## src/sv/msp_pkg.sv

```systemverilog
// shared types, codes and the crc byte update for the supply poll framer
package msp_pkg;

    localparam int unsigned PADDR_W = 3;
    localparam int unsigned PDATA_W = 32;
    localparam int unsigned FRAME_LEN = 8;
    localparam int unsigned BYTE_IDX_W = $clog2(FRAME_LEN);

    localparam logic [PADDR_W-3:0] REG_IDX_SLAVE_ADDRESS = 1'b0;

    localparam logic [7:0] SLAVE_ADDRESS_RESET = 8'h01;

    localparam logic [7:0] FC_READ = 8'h03;
    localparam logic [7:0] FC_WRITE_SINGLE = 8'h06;

    localparam logic [15:0] REG_POWER_ON = 16'h0001;
    localparam logic [15:0] REG_VOLTAGE = 16'h0030;
    localparam logic [15:0] REG_READBACK = 16'h0010;
    localparam logic [15:0] READ_COUNT = 16'h0002;

    localparam logic [15:0] CRC_INIT = 16'hFFFF;
    localparam logic [15:0] CRC_POLY = 16'hA001;

    localparam logic [1:0] KIND_POWER = 2'd0;
    localparam logic [1:0] KIND_VOLT = 2'd1;
    localparam logic [1:0] KIND_READ = 2'd2;

    localparam logic [BYTE_IDX_W-1:0] IDX_SLAVE = 3'd0;
    localparam logic [BYTE_IDX_W-1:0] IDX_FUNC = 3'd1;
    localparam logic [BYTE_IDX_W-1:0] IDX_REG_HI = 3'd2;
    localparam logic [BYTE_IDX_W-1:0] IDX_REG_LO = 3'd3;
    localparam logic [BYTE_IDX_W-1:0] IDX_VAL_HI = 3'd4;
    localparam logic [BYTE_IDX_W-1:0] IDX_VAL_LO = 3'd5;
    localparam logic [BYTE_IDX_W-1:0] IDX_CRC_LO = 3'd6;
    localparam logic [BYTE_IDX_W-1:0] IDX_CRC_HI = 3'd7;

    typedef enum logic [2:0] {
        PH_POWER = 3'b001,
        PH_VOLT  = 3'b010,
        PH_READ  = 3'b100
    } t_phase;

    typedef struct packed {
        logic [7:0]  func;
        logic [15:0] reg_addr;
        logic [15:0] value;
        logic [1:0]  kind;
    } t_frame_hdr;

    function automatic logic [15:0] crc16_byte(input logic [15:0] crc, input logic [7:0] data);
        logic [15:0] c;
        c = crc ^ {8'h00, data};
        for (int b = 0; b < 8; b++) begin
            if (c[0]) begin
                c = (c >> 1) ^ CRC_POLY;
            end else begin
                c = c >> 1;
            end
        end
        return c;
    endfunction

endpackage

```

## src/sv/msp_ifs.sv

```systemverilog
// request and frame byte channel interfaces
interface msp_req_if;
    logic        valid;
    logic        ready;
    logic [7:0]  power_on_request;
    logic [15:0] voltage_setpoint;

    modport source (output valid, output power_on_request, output voltage_setpoint,
                    input ready);
    modport sink (input valid, input power_on_request, input voltage_setpoint,
                  output ready);
endinterface

interface msp_frm_if;
    logic       valid;
    logic       ready;
    logic [7:0] frame_byte;
    logic [1:0] frame_kind;
    logic       last_byte;

    modport source (output valid, output frame_byte, output frame_kind, output last_byte,
                    input ready);
    modport sink (input valid, input frame_byte, input frame_kind, input last_byte,
                  output ready);
endinterface

```

## src/sv/msp_frame_select.sv

```systemverilog
// phase sequencer that picks the frame for each request beat and registers its header
module msp_frame_select (
    input  logic                  i_clk,
    input  logic                  i_rst_n,
    input  logic                  i_valid,
    output logic                  o_ready,
    input  logic [7:0]            i_power_on_request,
    input  logic [15:0]           i_voltage_setpoint,
    output logic                  o_valid,
    input  logic                  i_ready,
    output msp_pkg::t_frame_hdr   o_hdr
);
    import msp_pkg::*;

    t_phase     r_phase, n_phase;
    logic [7:0] r_sent_on, n_sent_on;
    logic [15:0] r_sent_volt, n_sent_volt;
    logic       r_valid, n_valid;
    t_frame_hdr r_hdr, n_hdr;
    logic       w_accept;
    logic       w_on_diff;
    logic       w_volt_diff;

    assign o_ready = !r_valid || i_ready;
    assign w_accept = i_valid && o_ready;
    assign w_on_diff = i_power_on_request != r_sent_on;
    assign w_volt_diff = i_voltage_setpoint != r_sent_volt;

    always_comb begin
        n_phase = r_phase;
        n_sent_on = r_sent_on;
        n_sent_volt = r_sent_volt;
        n_hdr = r_hdr;
        n_valid = r_valid && !i_ready;
        if (w_accept) begin
            n_valid = 1'b1;
            n_hdr = '{func: FC_READ, reg_addr: REG_READBACK, value: READ_COUNT,
                      kind: KIND_READ};
            case (r_phase)
                PH_POWER: begin
                    if (w_on_diff) begin
                        n_sent_on = i_power_on_request;
                        n_hdr = '{func: FC_WRITE_SINGLE, reg_addr: REG_POWER_ON,
                                  value: {8'h00, i_power_on_request}, kind: KIND_POWER};
                    end else if (w_volt_diff) begin
                        n_phase = PH_VOLT;
                        n_sent_volt = i_voltage_setpoint;
                        n_hdr = '{func: FC_WRITE_SINGLE, reg_addr: REG_VOLTAGE,
                                  value: i_voltage_setpoint, kind: KIND_VOLT};
                    end else begin
                        n_phase = PH_READ;
                    end
                end
                PH_VOLT: begin
                    if (w_volt_diff) begin
                        n_sent_volt = i_voltage_setpoint;
                        n_hdr = '{func: FC_WRITE_SINGLE, reg_addr: REG_VOLTAGE,
                                  value: i_voltage_setpoint, kind: KIND_VOLT};
                    end else begin
                        n_phase = PH_READ;
                    end
                end
                default: begin
                    n_phase = r_phase;
                end
            endcase
        end
    end

    always_ff @(posedge i_clk) begin
        if (!i_rst_n) begin
            r_phase <= PH_POWER;
            r_sent_on <= '0;
            r_sent_volt <= '0;
            r_valid <= 1'b0;
        end else begin
            r_phase <= n_phase;
            r_sent_on <= n_sent_on;
            r_sent_volt <= n_sent_volt;
            r_valid <= n_valid;
        end
    end

    always_ff @(posedge i_clk) begin
        r_hdr <= n_hdr;
    end

    assign o_valid = r_valid;
    assign o_hdr = r_hdr;

endmodule

```

## src/sv/msp_frame_tx.sv

```systemverilog
// byte serializer that sends one frame and folds each header byte into the crc
module msp_frame_tx (
    input  logic                  i_clk,
    input  logic                  i_rst_n,
    input  logic [7:0]            i_slave_address,
    input  logic                  i_valid,
    output logic                  o_ready,
    input  msp_pkg::t_frame_hdr   i_hdr,
    output logic                  o_valid,
    input  logic                  i_ready,
    output logic [7:0]            o_frame_byte,
    output logic [1:0]            o_frame_kind,
    output logic                  o_last_byte
);
    import msp_pkg::*;

    logic                  r_valid, n_valid;
    logic [BYTE_IDX_W-1:0] r_idx, n_idx;
    logic [15:0]           r_crc, n_crc;
    t_frame_hdr            r_hdr, n_hdr;
    logic [7:0]            w_byte;
    logic                  w_out_accept;
    logic                  w_last;

    always_comb begin
        case (r_idx)
            IDX_SLAVE:  w_byte = i_slave_address;
            IDX_FUNC:   w_byte = r_hdr.func;
            IDX_REG_HI: w_byte = r_hdr.reg_addr[15:8];
            IDX_REG_LO: w_byte = r_hdr.reg_addr[7:0];
            IDX_VAL_HI: w_byte = r_hdr.value[15:8];
            IDX_VAL_LO: w_byte = r_hdr.value[7:0];
            IDX_CRC_LO: w_byte = r_crc[7:0];
            IDX_CRC_HI: w_byte = r_crc[15:8];
            default:    w_byte = r_crc[15:8];
        endcase
    end

    assign w_last = r_idx == IDX_CRC_HI;
    assign w_out_accept = r_valid && i_ready;
    assign o_ready = !r_valid || (w_out_accept && w_last);

    always_comb begin
        n_valid = r_valid;
        n_idx = r_idx;
        n_crc = r_crc;
        n_hdr = r_hdr;
        if (w_out_accept) begin
            n_idx = r_idx + 1'b1;
            if (r_idx <= IDX_VAL_LO) begin
                n_crc = crc16_byte(r_crc, w_byte);
            end
            if (w_last) begin
                n_valid = 1'b0;
            end
        end
        if (i_valid && o_ready) begin
            n_valid = 1'b1;
            n_idx = IDX_SLAVE;
            n_crc = CRC_INIT;
            n_hdr = i_hdr;
        end
    end

    always_ff @(posedge i_clk) begin
        if (!i_rst_n) begin
            r_valid <= 1'b0;
            r_idx <= IDX_SLAVE;
        end else begin
            r_valid <= n_valid;
            r_idx <= n_idx;
        end
    end

    always_ff @(posedge i_clk) begin
        r_crc <= n_crc;
        r_hdr <= n_hdr;
    end

    assign o_valid = r_valid;
    assign o_frame_byte = w_byte;
    assign o_frame_kind = r_hdr.kind;
    assign o_last_byte = w_last;

endmodule

```

## src/sv/modbus_supply_poll_framer.sv

```systemverilog
// top level of the modbus rtu poll framer for a programmable supply
//
// i_req takes one request beat: the wanted on/off state and voltage code.
// o_frm gives eight byte beats per request, in transmit order: slave
// address, function code, register address, value or count, crc low, crc
// high. frame_kind tells write on/off, write voltage or read; last_byte
// marks the crc high byte.
// a request beat is registered in the frame selector and then in the
// serializer; its first byte shows on o_frm in the cycle after the selector
// hands it on. the serializer sends one byte per cycle while o_frm is
// ready, and frames follow each other with no gap. one request waits in the
// selector while a frame goes out.
// a stall on o_frm holds the current byte; i_req backs up once the waiting
// request is full.
// reset empties both stages, returns the sequencer to the on/off phase,
// clears the remembered values and sets the slave address to 1.
// the slave address register sits at byte address 0 of the apb port.
module modbus_supply_poll_framer (
    input  logic                          i_clk,
    input  logic                          i_rst_n,
    msp_req_if.sink                       i_req,
    msp_frm_if.source                     o_frm,
    input  logic                          psel,
    input  logic                          penable,
    input  logic                          pwrite,
    input  logic [msp_pkg::PADDR_W-1:0]   paddr,
    input  logic [msp_pkg::PDATA_W-1:0]   pwdata,
    output logic [msp_pkg::PDATA_W-1:0]   prdata,
    output logic                          pready
);
    import msp_pkg::*;

    logic [7:0] r_slave_address;
    logic       w_cfg_write;
    logic       w_sel_valid;
    logic       w_tx_ready;
    t_frame_hdr w_hdr;

    assign pready = 1'b1;
    assign w_cfg_write = psel && penable && pwrite && pready;

    always_ff @(posedge i_clk) begin
        if (!i_rst_n) begin
            r_slave_address <= SLAVE_ADDRESS_RESET;
        end else if (w_cfg_write && paddr[PADDR_W-1:2] == REG_IDX_SLAVE_ADDRESS) begin
            r_slave_address <= pwdata[7:0];
        end
    end

    always_comb begin
        prdata = '0;
        if (paddr[PADDR_W-1:2] == REG_IDX_SLAVE_ADDRESS) begin
            prdata = {{(PDATA_W-8){1'b0}}, r_slave_address};
        end
    end

    msp_frame_select u_select (
        .i_clk              (i_clk),
        .i_rst_n            (i_rst_n),
        .i_valid            (i_req.valid),
        .o_ready            (i_req.ready),
        .i_power_on_request (i_req.power_on_request),
        .i_voltage_setpoint (i_req.voltage_setpoint),
        .o_valid            (w_sel_valid),
        .i_ready            (w_tx_ready),
        .o_hdr              (w_hdr)
    );

    msp_frame_tx u_tx (
        .i_clk           (i_clk),
        .i_rst_n         (i_rst_n),
        .i_slave_address (r_slave_address),
        .i_valid         (w_sel_valid),
        .o_ready         (w_tx_ready),
        .i_hdr           (w_hdr),
        .o_valid         (o_frm.valid),
        .i_ready         (o_frm.ready),
        .o_frame_byte    (o_frm.frame_byte),
        .o_frame_kind    (o_frm.frame_kind),
        .o_last_byte     (o_frm.last_byte)
    );

endmodule
```

## src/flat_wrapper.sv

```systemverilog
// flat-port wrapper written by rule: the top's interface ports become plain ports
module modbus_supply_poll_framer_flat import msp_pkg::*;
  (i_clk, i_rst_n, psel, penable, pwrite, paddr, pwdata, prdata, pready, i_req_valid, i_req_power_on_request, i_req_voltage_setpoint, i_req_ready, o_frm_valid, o_frm_frame_byte, o_frm_frame_kind, o_frm_last_byte, o_frm_ready);
  msp_req_if i_req_i ();
  msp_frm_if o_frm_i ();
  input  logic i_clk;
  input  logic i_rst_n;
  input  logic psel;
  input  logic penable;
  input  logic pwrite;
  input  logic [msp_pkg::PADDR_W-1:0] paddr;
  input  logic [msp_pkg::PDATA_W-1:0] pwdata;
  output logic [msp_pkg::PDATA_W-1:0] prdata;
  output logic pready;
  input wire logic [$bits(i_req_i.valid)-1:0] i_req_valid;
  input wire logic [$bits(i_req_i.power_on_request)-1:0] i_req_power_on_request;
  input wire logic [$bits(i_req_i.voltage_setpoint)-1:0] i_req_voltage_setpoint;
  output wire logic [$bits(i_req_i.ready)-1:0] i_req_ready;
  output wire logic [$bits(o_frm_i.valid)-1:0] o_frm_valid;
  output wire logic [$bits(o_frm_i.frame_byte)-1:0] o_frm_frame_byte;
  output wire logic [$bits(o_frm_i.frame_kind)-1:0] o_frm_frame_kind;
  output wire logic [$bits(o_frm_i.last_byte)-1:0] o_frm_last_byte;
  input wire logic [$bits(o_frm_i.ready)-1:0] o_frm_ready;
  assign i_req_i.valid = i_req_valid;
  assign i_req_i.power_on_request = i_req_power_on_request;
  assign i_req_i.voltage_setpoint = i_req_voltage_setpoint;
  assign i_req_ready = i_req_i.ready;
  assign o_frm_valid = o_frm_i.valid;
  assign o_frm_frame_byte = o_frm_i.frame_byte;
  assign o_frm_frame_kind = o_frm_i.frame_kind;
  assign o_frm_last_byte = o_frm_i.last_byte;
  assign o_frm_i.ready = o_frm_ready;
  modbus_supply_poll_framer u_core (.i_clk(i_clk), .i_rst_n(i_rst_n), .i_req(i_req_i), .o_frm(o_frm_i), .psel(psel), .penable(penable), .pwrite(pwrite), .paddr(paddr), .pwdata(pwdata), .prdata(prdata), .pready(pready));
endmodule
```

## config.mk

```make
export PLATFORM = sky130hd
export DESIGN_NAME = modbus_supply_poll_framer_flat
export DESIGN_NICKNAME = d
export VERILOG_FILES = /design/src/sv/msp_pkg.sv /design/src/sv/msp_ifs.sv /design/src/sv/msp_frame_select.sv /design/src/sv/msp_frame_tx.sv /design/src/sv/modbus_supply_poll_framer.sv /design/src/flat_wrapper.sv
export SDC_FILE = /design/constraint.sdc
export NUM_CORES = 1
export LEC_CHECK = 0
export BUFFER_PORTS_ARGS = -buffer_cell sky130_fd_sc_hd__buf_2
export CAP_MARGIN = 20
export CORE_ASPECT_RATIO = 1.4
export CORE_UTILIZATION = 56
export DETAILED_ROUTE_END_ITERATION = 10
export PLACE_DENSITY_LB_ADDON = 0.3
export RECOVER_POWER = 50
export SLEW_MARGIN = 20
export SYNTH_ARGS = -nofsm -noshare
export SYNTH_HDL_FRONTEND = slang
export SYNTH_HIERARCHICAL = 1
export SYNTH_SLANG_ARGS = --single-unit
```

## constraint.sdc

```tcl
create_clock -name i_clk -period 3.7 [get_ports i_clk]
set_input_delay 0.555 -clock i_clk [delete_from_list [all_inputs] [get_ports i_clk]]
set_output_delay 0.555 -clock i_clk [all_outputs]
set_load 0.01 [all_outputs]
```

==> results.tsv <==
metric	value	unit
outcome	finished with violations	
failing checks	capacitance limit, slew limit	
Slew HR	-0.570	
first-pass GRT wire length	17.7	mm
Worst path most repeated cell	xnor2_1	
post-CTS setup buffer count	0	
post-route minimum period	3360	ps
Total Nets Final	645	
Pwr Density	571	nW/µm²
Top Ports	112	
Max clock buf depth	2	
top-area cell type share of the netlist area	0.324	
number of synthesized flops with an enable pin	63	
syn avg cell area	11.2	µm²
post-DR wirelength/cell	15.6	µm
initial drt markers	215	
predominant post-synthesis flop cell	edfxtp_1	
PortBufs	60	
Worst-Margin Slew	2360	ps
Worst setup EP type	register	
Avg Vias per Cell	5.33	
Slowest Stage Delay on Critical Path	590	ps
worst r2r src	u_core/u_tx/r_idx[1]	
Root Buffer	clkbuf_16	
CP startpoint kind	register	
Max FO, Critical Path	19	
initial antenna violation count	0	
Clock transition at path regs	50	ps
H-Tree Depth	4	
Hold Crit Start	pwdata[2]	
pin count of the biggest net entering global routing	63	
DR vias	3841	
Slew Viols, Final	80	
register bit count reported by yosys	119	
dpl hpwl	7.84	mm
Overflow after GRT	0	
Core Region	10000	µm²
final setup vio count	0	
Seq/Total Area, Yosys	0.516	
Post-synth ARST share	0	
Clock Latency Late Sink	400	ps
area leader, netlist	edfxtp_1	
Non-Filler Instances	721	
residual DRC count	0	
worst clock skew	8.01	ps
Die ar.	10800	µm²
GRT Resource Usage Total	0.222	
DRT antenna net count	0	
final setup TNS	0	ps
Synth area leaders	edfxtp_1 32%, dfxtp_1 19%, buf_4 6.7%	
Final Hold Fails	0	
synth-to-layout area growth	12.0	%
Pwr Total	3.74	mW
Worst Path Arrival	3620	ps
Post-Route WL	11.3	mm
DRT Pass-1 Iters	6	
Vert. Die Dim	123	µm
hold buffer count at cts	0	
Syn. warnings	6	
period utilization	0.907	
critical-path cell list	inv_1 > ha_1 > nor3_1 > a221o_1 > o22a_4 > xnor2_1 > xnor2_1 > xnor3_2 > xnor2_1 > o21ai_1	
Leak	2.65	nW
Critical Path RT	3960	ps
Row Count	43	
total CTS buffers	17	
VDD IR-drop max	0.326	mV
Die Wd	88.3	µm
clk sink count	119	
antenna cell count	0	
critical path class	reg -> reg	
post_cts resized	0	
crit path from	u_core/u_tx/r_idx[1]	
share of cells above drive strength 1	0.167	
vias in the first global route	3727	
hold crit path type	in -> reg	
placed cell count	689	
Post-synth top cells	78 x nand2_1, 63 x edfxtp_1, 56 x dfxtp_1, 52 x buf_4, 33 x mux2i_1	
Unique masters post-synth	57	
Max-Cap Viols	2	
Post-Synthesis Cells	522	
fmax	0.298	GHz
GP Congestion	0.845	
fillcell total	829	
Initial Util	0.583	
RSZ-0062 raised after global routing	false	
cell with the most instances after synthesis	nand2_1	
CTS tree	built	
mapped cell area	5840	µm²
slowest CP cell	ha_1	
layout make-up:
type | instances | area (µm²) | share of cell area
sequential | 119 | 3010 | 0.461
inverter | 7 | 26.3 | 0.00402
multi-input combinational | 363 | 2390 | 0.365
clock inverter | 6 | 81.3 | 0.0124
tap | 135 | 169 | 0.0258
timing repair buffer | 65 | 309 | 0.0473
clock buffer | 26 | 552 | 0.0844
cell usage in the layout, fill, tap and decap left out, types with 4 or more instances in the layout:
cell type / netlist / layout
xnor2_1: 16 / 17
mux2i_1: 33 / 33
dfxtp_1: 56 / 56
a22o_1: 11 / 11
xor2_1: 28 / 28
nor2_1: 12 / 13
clkbuf_16: 0 / 19
nand3_1: 8 / 8
a222oi_1: 4 / 4
edfxtp_1: 63 / 63
and2_0: 0 / 8
nor2b_1: 13 / 13
inv_1: 7 / 7
a22oi_1: 12 / 12
nor4_1: 6 / 7
buf_2: 2 / 47
ha_1: 6 / 6
clkbuf_1: 14 / 17
nand2_1: 78 / 78
nor3_1: 4 / 5
o211ai_1: 7 / 7
conb_1: 4 / 44
clkbuf_8: 0 / 5
a21oi_1: 12 / 13
and2b_2: 8 / 8
registers in the layout, indices dropped and copies added, names as in the netlist, 2 cells and up:
register                     cells
u_core/u_tx/r_hdr               40
u_core/u_select/o_hdr           21
u_core/u_select/r_sent_volt     16
u_core/u_tx/r_crc               16
u_core/r_slave_address           8
u_core/u_select/r_sent_on        8
u_core/u_select/r_phase          3
u_core/u_tx/r_idx                3
u_core/u_tx/o_frame_kind         2
per-layer routing:
| layer | track usage | wire (µm) | vias up |
|---|---|---|---|
| li1 | - | - | 1857 |
| met1 | 0.238 | 4320 | 1844 |
| met2 | 0.397 | 6180 | 122 |
| met3 | 0.0619 | 492 | 18 |
| met4 | 0.106 | 273 | 0 |
| met5 | 0 | 0 | - |
critical path: cells and delay by family (launching register included):
family / cells / cell delay (ps)
simple gates: 1 / 250
buf+inv: 1 / 130
xor+xnor: 4 / 1200
flops: 1 / 410
fa+ha+maj: 1 / 590
compound gates: 3 / 630
cells by family (layout without fill, tap and decap cells):
kind of cell | count (synthesis) | after routing | share of synthesized area
xor+xnor | 47 | 47 | 0.0776
mux | 33 | 33 | 0.0566
compound gates | 77 | 77 | 0.102
buf+inv | 80 | 104 | 0.0917
other cells | 4 | 44 | 0.00257
flops | 119 | 119 | 0.516
fa+ha+maj | 6 | 6 | 0.0129
simple gates | 156 | 156 | 0.140
worst paths after layout:
path                                                  end  slack, ps  depth (start not counted)
worst max-delay path                u_core/u_tx/r_crc[15]        340                         10
worst min-delay path            u_core/r_slave_address[2]        400                          3
worst max register to register      u_core/u_tx/r_crc[15]        340                         10
worst min register to register      u_core/u_tx/r_hdr[15]        420                          0
power by group:
part           leakage, nW  internal [mW]  switching (mW)  total (mW)
clock network        0.317           1.16           0.536        1.70
registers             1.05           1.48          0.0609        1.55
logic                 1.29          0.222           0.273       0.495
total                 2.65           2.87           0.870        3.74
through the flow:
step	hold slack (ps)	setup slack, ps	util	instance area [µm²]
finish	403	342	0.653	6540
global route	396	157	0.653	6540
CTS	386	431	0.661	6620
detailed placement	405	476	0.598	5980
global placement	402	574	0.598	5980
floorplan	400	938	-	5990
(Power assumes the default switching activity.)
